--- src/rtl/bds_pkg.sv ---
// shared types, constants and register codes of the 2x2 box downsampler
package bds_pkg;

  localparam int unsigned MAX_FRAME_WIDTH_DEF = 4096;
  localparam int unsigned MAX_OUT_SIZE_DEF    = 256;

  localparam int unsigned PIX_W     = 8;
  localparam int unsigned FW_W      = 13;
  localparam int unsigned WIN_W     = 12;
  localparam int unsigned SIZE_W    = 9;
  localparam int unsigned ROW_W     = 12;
  localparam int unsigned OUT_IDX_W = 8;
  localparam int unsigned ADDR_W    = 4;
  localparam int unsigned DATA_W    = 32;

  typedef logic [1:0] reg_idx_t;
  localparam reg_idx_t REG_FRAME_WIDTH = 2'd0;
  localparam reg_idx_t REG_WINDOW_COL  = 2'd1;
  localparam reg_idx_t REG_WINDOW_ROW  = 2'd2;
  localparam reg_idx_t REG_OUT_SIZE    = 2'd3;

  localparam logic [FW_W-1:0]   FRAME_WIDTH_RST = 13'd64;
  localparam logic [WIN_W-1:0]  WINDOW_COL_RST  = 12'd0;
  localparam logic [WIN_W-1:0]  WINDOW_ROW_RST  = 12'd0;
  localparam logic [SIZE_W-1:0] OUT_SIZE_RST    = 9'd8;

  typedef struct packed {
    logic [FW_W-1:0]   frame_width;
    logic [WIN_W-1:0]  window_col;
    logic [WIN_W-1:0]  window_row;
    logic [SIZE_W-1:0] out_size;
  } cfg_t;

  typedef struct packed {
    logic [PIX_W-1:0] pixel_in;
    logic             frame_start;
  } pixel_t;

  typedef struct packed {
    logic [PIX_W-1:0]     avg_pixel;
    logic [OUT_IDX_W-1:0] out_col;
    logic [OUT_IDX_W-1:0] out_row;
    logic                 block_done;
  } result_t;

  // odd-row pair waiting for its line store partner
  typedef struct packed {
    logic [PIX_W:0]       pair;
    logic [OUT_IDX_W-1:0] out_col;
    logic [OUT_IDX_W-1:0] out_row;
    logic                 block_done;
  } pend_t;

endpackage

--- src/rtl/bds_stream_if.sv ---
// valid/ready stream channel with a typed payload
interface bds_stream_if #(
  parameter type payload_t = logic
) ();
  logic     valid;
  logic     ready;
  payload_t data;

  modport source (output valid, output data, input ready);
  modport sink (input valid, input data, output ready);
endinterface

--- src/rtl/bds_cfg.sv ---
// apb register file for the window and frame settings
module bds_cfg (
  input  logic                        clk,
  input  logic                        rst,
  input  logic                        psel,
  input  logic                        penable,
  input  logic                        pwrite,
  input  logic [bds_pkg::ADDR_W-1:0]  paddr,
  input  logic [bds_pkg::DATA_W-1:0]  pwdata,
  output logic [bds_pkg::DATA_W-1:0]  prdata,
  output logic                        pready,
  output bds_pkg::cfg_t               cfg
);

  bds_pkg::reg_idx_t idx;

  assign idx    = paddr[3:2];
  assign pready = 1'b1;

  always_ff @(posedge clk) begin
    if (rst) begin
      cfg.frame_width <= bds_pkg::FRAME_WIDTH_RST;
      cfg.window_col  <= bds_pkg::WINDOW_COL_RST;
      cfg.window_row  <= bds_pkg::WINDOW_ROW_RST;
      cfg.out_size    <= bds_pkg::OUT_SIZE_RST;
    end else if (psel && penable && pwrite) begin
      unique case (idx)
        bds_pkg::REG_FRAME_WIDTH: cfg.frame_width <= pwdata[bds_pkg::FW_W-1:0];
        bds_pkg::REG_WINDOW_COL:  cfg.window_col  <= pwdata[bds_pkg::WIN_W-1:0];
        bds_pkg::REG_WINDOW_ROW:  cfg.window_row  <= pwdata[bds_pkg::WIN_W-1:0];
        bds_pkg::REG_OUT_SIZE:    cfg.out_size    <= pwdata[bds_pkg::SIZE_W-1:0];
      endcase
    end
  end

  always_comb begin
    unique case (idx)
      bds_pkg::REG_FRAME_WIDTH: prdata = bds_pkg::DATA_W'(cfg.frame_width);
      bds_pkg::REG_WINDOW_COL:  prdata = bds_pkg::DATA_W'(cfg.window_col);
      bds_pkg::REG_WINDOW_ROW:  prdata = bds_pkg::DATA_W'(cfg.window_row);
      bds_pkg::REG_OUT_SIZE:    prdata = bds_pkg::DATA_W'(cfg.out_size);
    endcase
  end

endmodule

--- src/rtl/bds_front.sv ---
// raster position tracking, window test, pair sums and the line store
module bds_front #(
  parameter int unsigned MAX_FRAME_WIDTH = bds_pkg::MAX_FRAME_WIDTH_DEF,
  parameter int unsigned MAX_OUT_SIZE    = bds_pkg::MAX_OUT_SIZE_DEF
) (
  input  logic                       clk,
  input  logic                       rst,
  input  bds_pkg::cfg_t              cfg,
  input  bds_pkg::pixel_t            pix,
  input  logic                       pix_valid,
  output logic                       pix_ready,
  input  logic                       out_adv,
  output logic                       pend_valid,
  output bds_pkg::pend_t             pend,
  output logic [bds_pkg::PIX_W:0]    line_rd
);

  localparam int unsigned CW   = $clog2(MAX_FRAME_WIDTH);
  localparam int unsigned WW   = $clog2(MAX_FRAME_WIDTH + 1);
  localparam int unsigned SZW  = $clog2(MAX_OUT_SIZE + 1);
  localparam int unsigned SPW  = SZW + 1;
  localparam int unsigned PW_A = (CW > bds_pkg::WIN_W) ? CW : bds_pkg::WIN_W;
  localparam int unsigned PW_B = (PW_A > SPW) ? PW_A : SPW;
  localparam int unsigned PW   = PW_B + 1;
  localparam int unsigned SLW  = (MAX_OUT_SIZE > 1) ? $clog2(MAX_OUT_SIZE) : 1;

  logic [CW-1:0]                col;
  logic [CW-1:0]                col_next;
  logic [bds_pkg::ROW_W-1:0]    row;
  logic [bds_pkg::ROW_W-1:0]    row_next;
  logic [bds_pkg::PIX_W-1:0]    held_left;
  logic [bds_pkg::PIX_W:0]      line_mem [MAX_OUT_SIZE];

  logic [WW-1:0]                width_eff;
  logic [SZW-1:0]               size_eff;
  logic [CW-1:0]                c;
  logic [bds_pkg::ROW_W-1:0]    r;
  logic [PW-1:0]                wc;
  logic [PW-1:0]                wr;
  logic [PW-1:0]                span;
  logic [PW-1:0]                oc;
  logic [PW-1:0]                orow;
  logic [PW-1:0]                last_idx;
  logic [SLW-1:0]               slot;
  logic [bds_pkg::PIX_W:0]      pair;
  logic                         in_win;
  logic                         last_col;
  logic                         emit;
  logic                         store_en;
  logic                         in_fire;
  logic                         pend_en;

  assign pend_en   = !pend_valid || out_adv;
  assign pix_ready = pend_en;
  assign in_fire   = pix_valid && pix_ready;

  always_comb begin
    if (cfg.frame_width < bds_pkg::FW_W'(2)) begin
      width_eff = WW'(2);
    end else if (32'(cfg.frame_width) > 32'(MAX_FRAME_WIDTH)) begin
      width_eff = WW'(MAX_FRAME_WIDTH);
    end else begin
      width_eff = WW'(cfg.frame_width);
    end
    if (cfg.out_size == '0) begin
      size_eff = SZW'(1);
    end else if (32'(cfg.out_size) > 32'(MAX_OUT_SIZE)) begin
      size_eff = SZW'(MAX_OUT_SIZE);
    end else begin
      size_eff = SZW'(cfg.out_size);
    end
  end

  always_comb begin
    c        = pix.frame_start ? '0 : col;
    r        = pix.frame_start ? '0 : row;
    wc       = PW'(c) - PW'(cfg.window_col);
    wr       = PW'(r) - PW'(cfg.window_row);
    span     = PW'({size_eff, 1'b0});
    in_win   = (PW'(c) >= PW'(cfg.window_col)) && (wc < span) &&
               (PW'(r) >= PW'(cfg.window_row)) && (wr < span);
    oc       = wc >> 1;
    orow     = wr >> 1;
    last_idx = PW'(size_eff) - PW'(1);
    slot     = SLW'(oc & PW'(MAX_OUT_SIZE - 1));
    pair     = {1'b0, held_left} + {1'b0, pix.pixel_in};
    emit     = in_win && wc[0] && wr[0];
    store_en = in_fire && in_win && wc[0] && !wr[0];
    // column wraps at the effective frame width, row counter wraps on its own
    last_col = (WW'(c) + WW'(1)) >= width_eff;
    col_next = last_col ? '0 : CW'(c + CW'(1));
    row_next = last_col ? r + bds_pkg::ROW_W'(1) : r;
  end

  always_ff @(posedge clk) begin
    if (rst) begin
      col        <= '0;
      row        <= '0;
      held_left  <= '0;
      pend_valid <= 1'b0;
    end else begin
      if (in_fire) begin
        col <= col_next;
        row <= row_next;
        if (in_win && !wc[0]) begin
          held_left <= pix.pixel_in;
        end
      end
      if (pend_en) begin
        pend_valid <= in_fire && emit;
      end
    end
  end

  always_ff @(posedge clk) begin
    if (pend_en) begin
      pend.pair       <= pair;
      pend.out_col    <= oc[bds_pkg::OUT_IDX_W-1:0];
      pend.out_row    <= orow[bds_pkg::OUT_IDX_W-1:0];
      pend.block_done <= (oc == last_idx) && (orow == last_idx);
    end
  end

  // even rows write pair sums, odd rows read them back into line_rd while the pending entry advances
  always_ff @(posedge clk) begin
    if (store_en) begin
      line_mem[slot] <= pair;
    end
    if (pend_en) begin
      line_rd <= line_mem[slot];
    end
  end

endmodule

--- src/rtl/bds_avg.sv ---
// final 2x2 sum, divide by four and the result register
module bds_avg (
  input  logic                       clk,
  input  logic                       rst,
  input  logic                       pend_valid,
  input  bds_pkg::pend_t             pend,
  input  logic [bds_pkg::PIX_W:0]    line_rd,
  output logic                       out_adv,
  output logic                       res_valid,
  input  logic                       res_ready,
  output bds_pkg::result_t           res
);

  logic [bds_pkg::PIX_W+1:0] sum4;

  assign out_adv = !res_valid || res_ready;
  assign sum4    = {1'b0, line_rd} + {1'b0, pend.pair};

  always_ff @(posedge clk) begin
    if (rst) begin
      res_valid <= 1'b0;
    end else if (out_adv) begin
      res_valid <= pend_valid;
    end
  end

  always_ff @(posedge clk) begin
    if (out_adv) begin
      res.avg_pixel  <= sum4[bds_pkg::PIX_W+1:2];
      res.out_col    <= pend.out_col;
      res.out_row    <= pend.out_row;
      res.block_done <= pend.block_done;
    end
  end

endmodule

--- src/rtl/box_downsample_2x2.sv ---
// the pair sum of an odd-row right pixel is registered as the pending entry; a result stall holds it there
// throughput: one pixel per cycle unless the result side stalls, set by the single line store access per pixel
// the line store read is registered, then the 2x2 sum lands in the result register
// reset: position counters, held left pixel, valid flags and registers go to defaults
// the line store is not cleared; even rows fill it before odd rows read it
module box_downsample_2x2 #(
  parameter int unsigned MAX_FRAME_WIDTH = bds_pkg::MAX_FRAME_WIDTH_DEF,
  parameter int unsigned MAX_OUT_SIZE    = bds_pkg::MAX_OUT_SIZE_DEF
) (
  input  logic                       clk,
  input  logic                       rst,
  input  logic                       psel,
  input  logic                       penable,
  input  logic                       pwrite,
  input  logic [bds_pkg::ADDR_W-1:0] paddr,
  input  logic [bds_pkg::DATA_W-1:0] pwdata,
  output logic [bds_pkg::DATA_W-1:0] prdata,
  output logic                       pready,
  bds_stream_if.sink                 pixel,
  bds_stream_if.source               result
);

  bds_pkg::cfg_t             cfg;
  bds_pkg::pend_t            pend;
  logic                      pend_valid;
  logic                      out_adv;
  logic [bds_pkg::PIX_W:0]   line_rd;
  bds_pkg::pixel_t           pix;
  bds_pkg::result_t          res;

  assign pix         = pixel.data;
  assign result.data = res;

  bds_cfg u_cfg (
    .clk     (clk),
    .rst     (rst),
    .psel    (psel),
    .penable (penable),
    .pwrite  (pwrite),
    .paddr   (paddr),
    .pwdata  (pwdata),
    .prdata  (prdata),
    .pready  (pready),
    .cfg     (cfg)
  );

  bds_front #(
    .MAX_FRAME_WIDTH (MAX_FRAME_WIDTH),
    .MAX_OUT_SIZE    (MAX_OUT_SIZE)
  ) u_front (
    .clk        (clk),
    .rst        (rst),
    .cfg        (cfg),
    .pix        (pix),
    .pix_valid  (pixel.valid),
    .pix_ready  (pixel.ready),
    .out_adv    (out_adv),
    .pend_valid (pend_valid),
    .pend       (pend),
    .line_rd    (line_rd)
  );

  bds_avg u_avg (
    .clk        (clk),
    .rst        (rst),
    .pend_valid (pend_valid),
    .pend       (pend),
    .line_rd    (line_rd),
    .out_adv    (out_adv),
    .res_valid  (result.valid),
    .res_ready  (result.ready),
    .res        (res)
  );

endmodule

--- src/flat_wrapper.sv ---
// flat-port wrapper written by rule: the top's interface ports become plain ports
module box_downsample_2x2_flat import bds_pkg::*;
#(
  parameter int unsigned MAX_FRAME_WIDTH = bds_pkg::MAX_FRAME_WIDTH_DEF,
  parameter int unsigned MAX_OUT_SIZE    = bds_pkg::MAX_OUT_SIZE_DEF
)
  (clk, rst, psel, penable, pwrite, paddr, pwdata, prdata, pready, pixel_valid, pixel_data, pixel_ready, result_valid, result_data, result_ready);
  bds_stream_if #(.payload_t(pixel_t)) pixel_i ();
  bds_stream_if #(.payload_t(result_t)) result_i ();
  input  logic clk;
  input  logic rst;
  input  logic psel;
  input  logic penable;
  input  logic pwrite;
  input  logic [bds_pkg::ADDR_W-1:0] paddr;
  input  logic [bds_pkg::DATA_W-1:0] pwdata;
  output logic [bds_pkg::DATA_W-1:0] prdata;
  output logic pready;
  input wire logic [$bits(pixel_i.valid)-1:0] pixel_valid;
  input wire logic [$bits(pixel_i.data)-1:0] pixel_data;
  output wire logic [$bits(pixel_i.ready)-1:0] pixel_ready;
  output wire logic [$bits(result_i.valid)-1:0] result_valid;
  output wire logic [$bits(result_i.data)-1:0] result_data;
  input wire logic [$bits(result_i.ready)-1:0] result_ready;
  assign pixel_i.valid = pixel_valid;
  assign pixel_i.data = pixel_data;
  assign pixel_ready = pixel_i.ready;
  assign result_valid = result_i.valid;
  assign result_data = result_i.data;
  assign result_i.ready = result_ready;
  box_downsample_2x2 #(.MAX_FRAME_WIDTH(MAX_FRAME_WIDTH), .MAX_OUT_SIZE(MAX_OUT_SIZE)) u_core (.clk(clk), .rst(rst), .psel(psel), .penable(penable), .pwrite(pwrite), .paddr(paddr), .pwdata(pwdata), .prdata(prdata), .pready(pready), .pixel(pixel_i), .result(result_i));
endmodule
--- config.mk ---
export PLATFORM = sky130hd
export DESIGN_NAME = box_downsample_2x2_flat
export DESIGN_NICKNAME = d
export VERILOG_FILES = /design/src/rtl/bds_pkg.sv /design/src/rtl/bds_stream_if.sv /design/src/rtl/bds_cfg.sv /design/src/rtl/bds_front.sv /design/src/rtl/bds_avg.sv /design/src/rtl/box_downsample_2x2.sv /design/src/flat_wrapper.sv
export SDC_FILE = /design/constraint.sdc
export NUM_CORES = 2
export LEC_CHECK = 0
export BUFFER_PORTS_ARGS = -buffer_cell sky130_fd_sc_hd__buf_2
export CORE_MARGIN = 4
export CORE_UTILIZATION = 57
export DETAILED_ROUTE_END_ITERATION = 10
export PLACE_DENSITY = 0.88
export SETUP_SLACK_MARGIN = 0.15
export SLEW_MARGIN = 10
export SYNTH_ARGS = -nofsm -noshare
export SYNTH_HDL_FRONTEND = slang
export SYNTH_SLANG_ARGS = --single-unit
--- constraint.sdc ---
create_clock -name clk -period 9.95 [get_ports clk]
set_input_delay 0.4975 -clock clk [delete_from_list [all_inputs] [get_ports clk]]
set_output_delay 0.4975 -clock clk [all_outputs]
set_load 0.03 [all_outputs]
==> results_tabular.tex <==
\begin{tabular}{lr}
\hline
Metric & Value \\
\hline
\multicolumn{2}{l}{\textbf{Synthesis}} \\
Combined area of all synthesized cells & $\sim$100,000 sq um \\
Synthesis warning total & 0 \\
Post-Syn Instances & 5,259 \\
Number of synthesized flops with an enable pin & about 2,400 \\
Library cells used by synthesis & 80 \\
Share of flip-flops with an asynchronous set or reset & 0 \\
Sequential cell area fraction in the yosys report & 0.739 \\
Synthesis-stage register bit count & around 2,400 \\
Commonest register cell after synthesis & edfxtp\_1 \\
Average cell area after synthesis & about 19 sq um \\
\multicolumn{2}{l}{\textbf{Power and ir drop}} \\
Static leakage power & about 0.035 uW \\
Worst ir drop on vdd & 207 uV \\
Power per unit of standard cell area & slightly above 200 nW/um\^{}2 \\
\multicolumn{2}{l}{\textbf{Floorplanning}} \\
Core region area & around 170,000 sq um \\
Die Footprint & about 180,000 sq um \\
Starting density of the core & 0.573 \\
Die Ht & about 420 um \\
Count of boundary I/O pins & about 110 \\
Die width & 423 um \\
Std cell rows & approximately 150 \\
\multicolumn{2}{l}{\textbf{STA}} \\
Final Hold Viols & 0 \\
Fmax & roughly 0.14 GHz \\
Clock tree skew after final layout & approximately 47 ps \\
Final count of negative-setup-slack endpoints & 0 \\
Setup TNS after final layout & 0 ps \\
Final number of max-transition violations & around 120 \\
Tmin final & 7130 ps \\
Actual transition at the worst max-transition pin & 1730 ps \\
Worst-case headroom to the max-slew limit & -0.154 \\
RSZ-0062 raised after global routing & no \\
Ratio of final minimum period to clock period & 0.716 \\
\multicolumn{2}{l}{\textbf{Clock tree}} \\
H-tree depth & 4 \\
Buffer depth of the longest clock path & 3 \\
Number of buffers inserted during clock tree synthesis & 219 \\
Clock Root Buffer & clkbuf\_16 \\
Latest clock arrival within the worst-skew pair & around 900 ps \\
TritonCTS sink count & about 2,400 \\
Clock Pin Slew Worst Setup and Hold Paths & 60 ps \\
Clock tree from TritonCTS & built \\
\multicolumn{2}{l}{\textbf{GRT}} \\
First-pass GRT wire length & just under 400 mm \\
Global-route usage over all layers & 0.296 \\
Met1 Track Usage GR & 0.374 \\
Sum of overflow across all layers after global routing & 0 \\
Met3 capacity usage during global routing & 0.0785 \\
Maximum number of pins on one net before global-route repair & around 260 \\
Global-route layer with the greatest usage & met2 \\
Number of antenna violations at the first check in global routing & 11 \\
Vias in the first global route & 55,084 \\
Met2 capacity usage during global routing & 0.474 \\
\multicolumn{2}{l}{\textbf{Flow run}} \\
\# Max-Cap Violations & 0 \\
\multicolumn{2}{l}{\textbf{Placement}} \\
Detailed Place HPWL & about 130 mm \\
Routability Congestion & roughly 0.86 \\
Port Buffer Count & 70 \\
\multicolumn{2}{l}{\textbf{Setup path}} \\
CP arrival & between 7000 and 8000 ps \\
Capturing point of the worst reg2reg path & u\_core.u\_front.line\_mem[37][1] \\
Worst reg2reg startpoint & u\_core.u\_cfg.cfg[21] \\
Capturing element type of the critical path & flop \\
Maximum fanout along the worst path & 33 \\
Worst R2R Path Depth & 17 \\
Worst path required time & between 10,000 and 15,000 ps \\
Crit path launch type & flop \\
Category of the critical setup timing path & reg2reg \\
Reg2Reg Setup Slack & 2820 ps \\
\multicolumn{2}{l}{\textbf{Status}} \\
Violated checks & design-rule violations, max-slew violations \\
Outcome & finished, violations left \\
\multicolumn{2}{l}{\textbf{Routing}} \\
Drt via density & roughly 7 \\
Router iterations before antenna repair & 11 \\
DRC errors left & 1 \\
Sum of routed wire length over all layers & 266 mm \\
Mean routed wirelength per cell & roughly 34 um \\
Routed Antenna Nets & 0 \\
Violation count after the first detailed-route iteration & 9,937 \\
Total via count after detailed routing & $\sim$55,000 \\
\multicolumn{2}{l}{\textbf{Hold path}} \\
Hold Path End & u\_core.u\_cfg.cfg[40] \\
Hold path startpoint & penable \\
Hold Path Cell Cnt & 6 \\
Hold Crit Class & in2reg \\
\multicolumn{2}{l}{\textbf{Cells and area}} \\
Proportion of layout cells with a drive suffix above 1 & 0.194 \\
Leading cell type in the layout, fill and taps excluded & edfxtp\_1 \\
Utilization after layout & 0.630 \\
Highest-count cells in the layout ignoring fill and taps & edfxtp\_1 (2,364), mux4\_2 (584), nand2\_1 (573), nor2\_1 (331), clkbuf\_16 (219) \\
Area growth from synthesis to layout & 10.1\% \\
Post-layout nets & $\sim$5,500 \\
\hline
\end{tabular}
cell type report:
class | instances | area, sq um
Tap cell | 2310 | 2890
Clock buffer | 269 | 5690
Multi-Input combinational cell | 2462 | 24200
Inverter | 57 | 239
Timing Repair Buffer | 155 | 1280
Clock inverter | 131 | 1280
Fill cell | 10523 | 63400
Antenna cell | 11 | 27.5
Sequential cell | 2444 | 72600
worst max-delay path by stage:
stage	from	end	slack, ps	depth (start not counted)
CTS	u_core.u_cfg.cfg[21]	u_core.u_front.line_mem[37][1]	3050	17
global route	u_core.u_cfg.cfg[21]	u_core.u_front.line_mem[47][5]	2650	17
floorplan	pixel_data[1]	u_core.u_front.line_mem[0][4]	350	7
global placement	pixel_data[0]	u_core.u_front.line_mem[47][0]	2530	20
finish	u_core.u_cfg.cfg[21]	u_core.u_front.line_mem[37][1]	2820	17
detailed placement	pixel_data[0]	u_core.u_front.line_mem[37][1]	2360	20
critical path: stages (launching register included):
cell,delay (ps)
dfxtp_1,410
ha_1,230
inv_1,80
fa_4,490
a211oi_2,310
o21bai_1,130
a21oi_2,190
xor2_2,170
buf_4,420
inv_2,390
ha_1,410
a22oi_1,140
a31oi_1,110
nor4_1,390
and4_4,490
nand3_2,840
buf_4,650
nor2_1,850
routing by layer:
layer,vias up,routed length (um)
li1,21100,-
met1,27598,84600
met2,5270,128000
met3,1167,33600
met4,6,18900
met5,-,40
through the flow:
| stage | setup WS (ps) | area (sq um) | total power [uW] | hold slack [ps] | instances |
|---|---|---|---|---|---|
| 2_1_floorplan | 353 | 98300 | 12900 | 400 | 5277 |
| 3_3_place_gp | 2530 | 101000 | 13300 | 403 | 7403 |
| 3_5_place_dp | 2360 | 101000 | 13400 | 405 | 7403 |
| 4_1_cts | 3050 | 108000 | 21700 | 178 | 7825 |
| 5_1_grt | 2650 | 108000 | 22300 | 226 | 7828 |
| 6_report | 2820 | 108000 | 21800 | 221 | 7839 |
flip-flops by register name, summed over array words and instances, names as in the netlist:
signal / count
u_core.u_front.line_mem: 2304
u_core.u_cfg.cfg: 46
u_core.u_front.held_left: 8
u_core.u_front.col: 12
u_core.u_front.pend: 26
u_core.u_front.line_rd: 9
u_core.u_avg.res_valid: 1
u_core.u_avg.res: 25
u_core.u_front.pend_valid: 1
u_core.u_front.row: 12
kinds of logic (layout without fill, tap and decap cells):
logic type / after synthesis / in the layout / share of synthesized area
other: 2 / 31 / 0.0000765
flip-flops: 2444 / 2444 / 0.739
adder cells (fa/ha/maj): 77 / 77 / 0.0100
AO/OA/AOI/OAI: 303 / 303 / 0.0213
buffers and inverters: 371 / 612 / 0.0180
multiplexers: 780 / 780 / 0.154
AND/OR/NAND/NOR: 1243 / 1243 / 0.0538
XOR/XNOR: 39 / 39 / 0.00363
cell usage after synthesis (all sizes together), types with 5 or more instances:
cell / n / share of area
a211oi: 5 / 0.00043
a21o: 18 / 0.0014
a21oi: 77 / 0.0040
a22oi: 14 / 0.0011
a311oi: 5 / 0.00045
a31oi: 18 / 0.0011
a32o: 6 / 0.00061
a32oi: 55 / 0.0049
and2: 5 / 0.00032
and3: 27 / 0.0017
buf: 231 / 0.013
clkbuf: 83 / 0.0032
dfxtp: 80 / 0.016
edfxtp: 2364 / 0.72
ha: 74 / 0.0094
inv: 56 / 0.0022
mux2i: 194 / 0.020
mux4: 585 / 0.13
nand2: 576 / 0.022
nand2b: 6 / 0.00038
nand3: 190 / 0.0098
nand4: 19 / 0.0012
nor2: 338 / 0.013
nor2b: 31 / 0.0020
nor3: 24 / 0.0013
nor4: 5 / 0.00032
o211ai: 13 / 0.00099
o21a: 17 / 0.0013
o21ai: 44 / 0.0023
o31a: 5 / 0.00045
or3: 10 / 0.00070
xnor2: 23 / 0.0021
xor2: 16 / 0.0016
timing repair:
action	4_1_cts	5_1_grt
hold buffers	22	0
resized for setup	0	0
hold endpoints to repair	55	0
buffers inserted	0	0
where the power goes:
| group | leakage (uW) | switching, uW | total (uW) | internal [uW] |
|---|---|---|---|---|
| combinational | 0.00906 | 1230 | 1630 | 404 |
| clock | 0.00340 | 3900 | 8500 | 4590 |
| sequential | 0.0226 | 21.5 | 11700 | 11700 |
No activity file was read; power rests on OpenSTA's default activity.
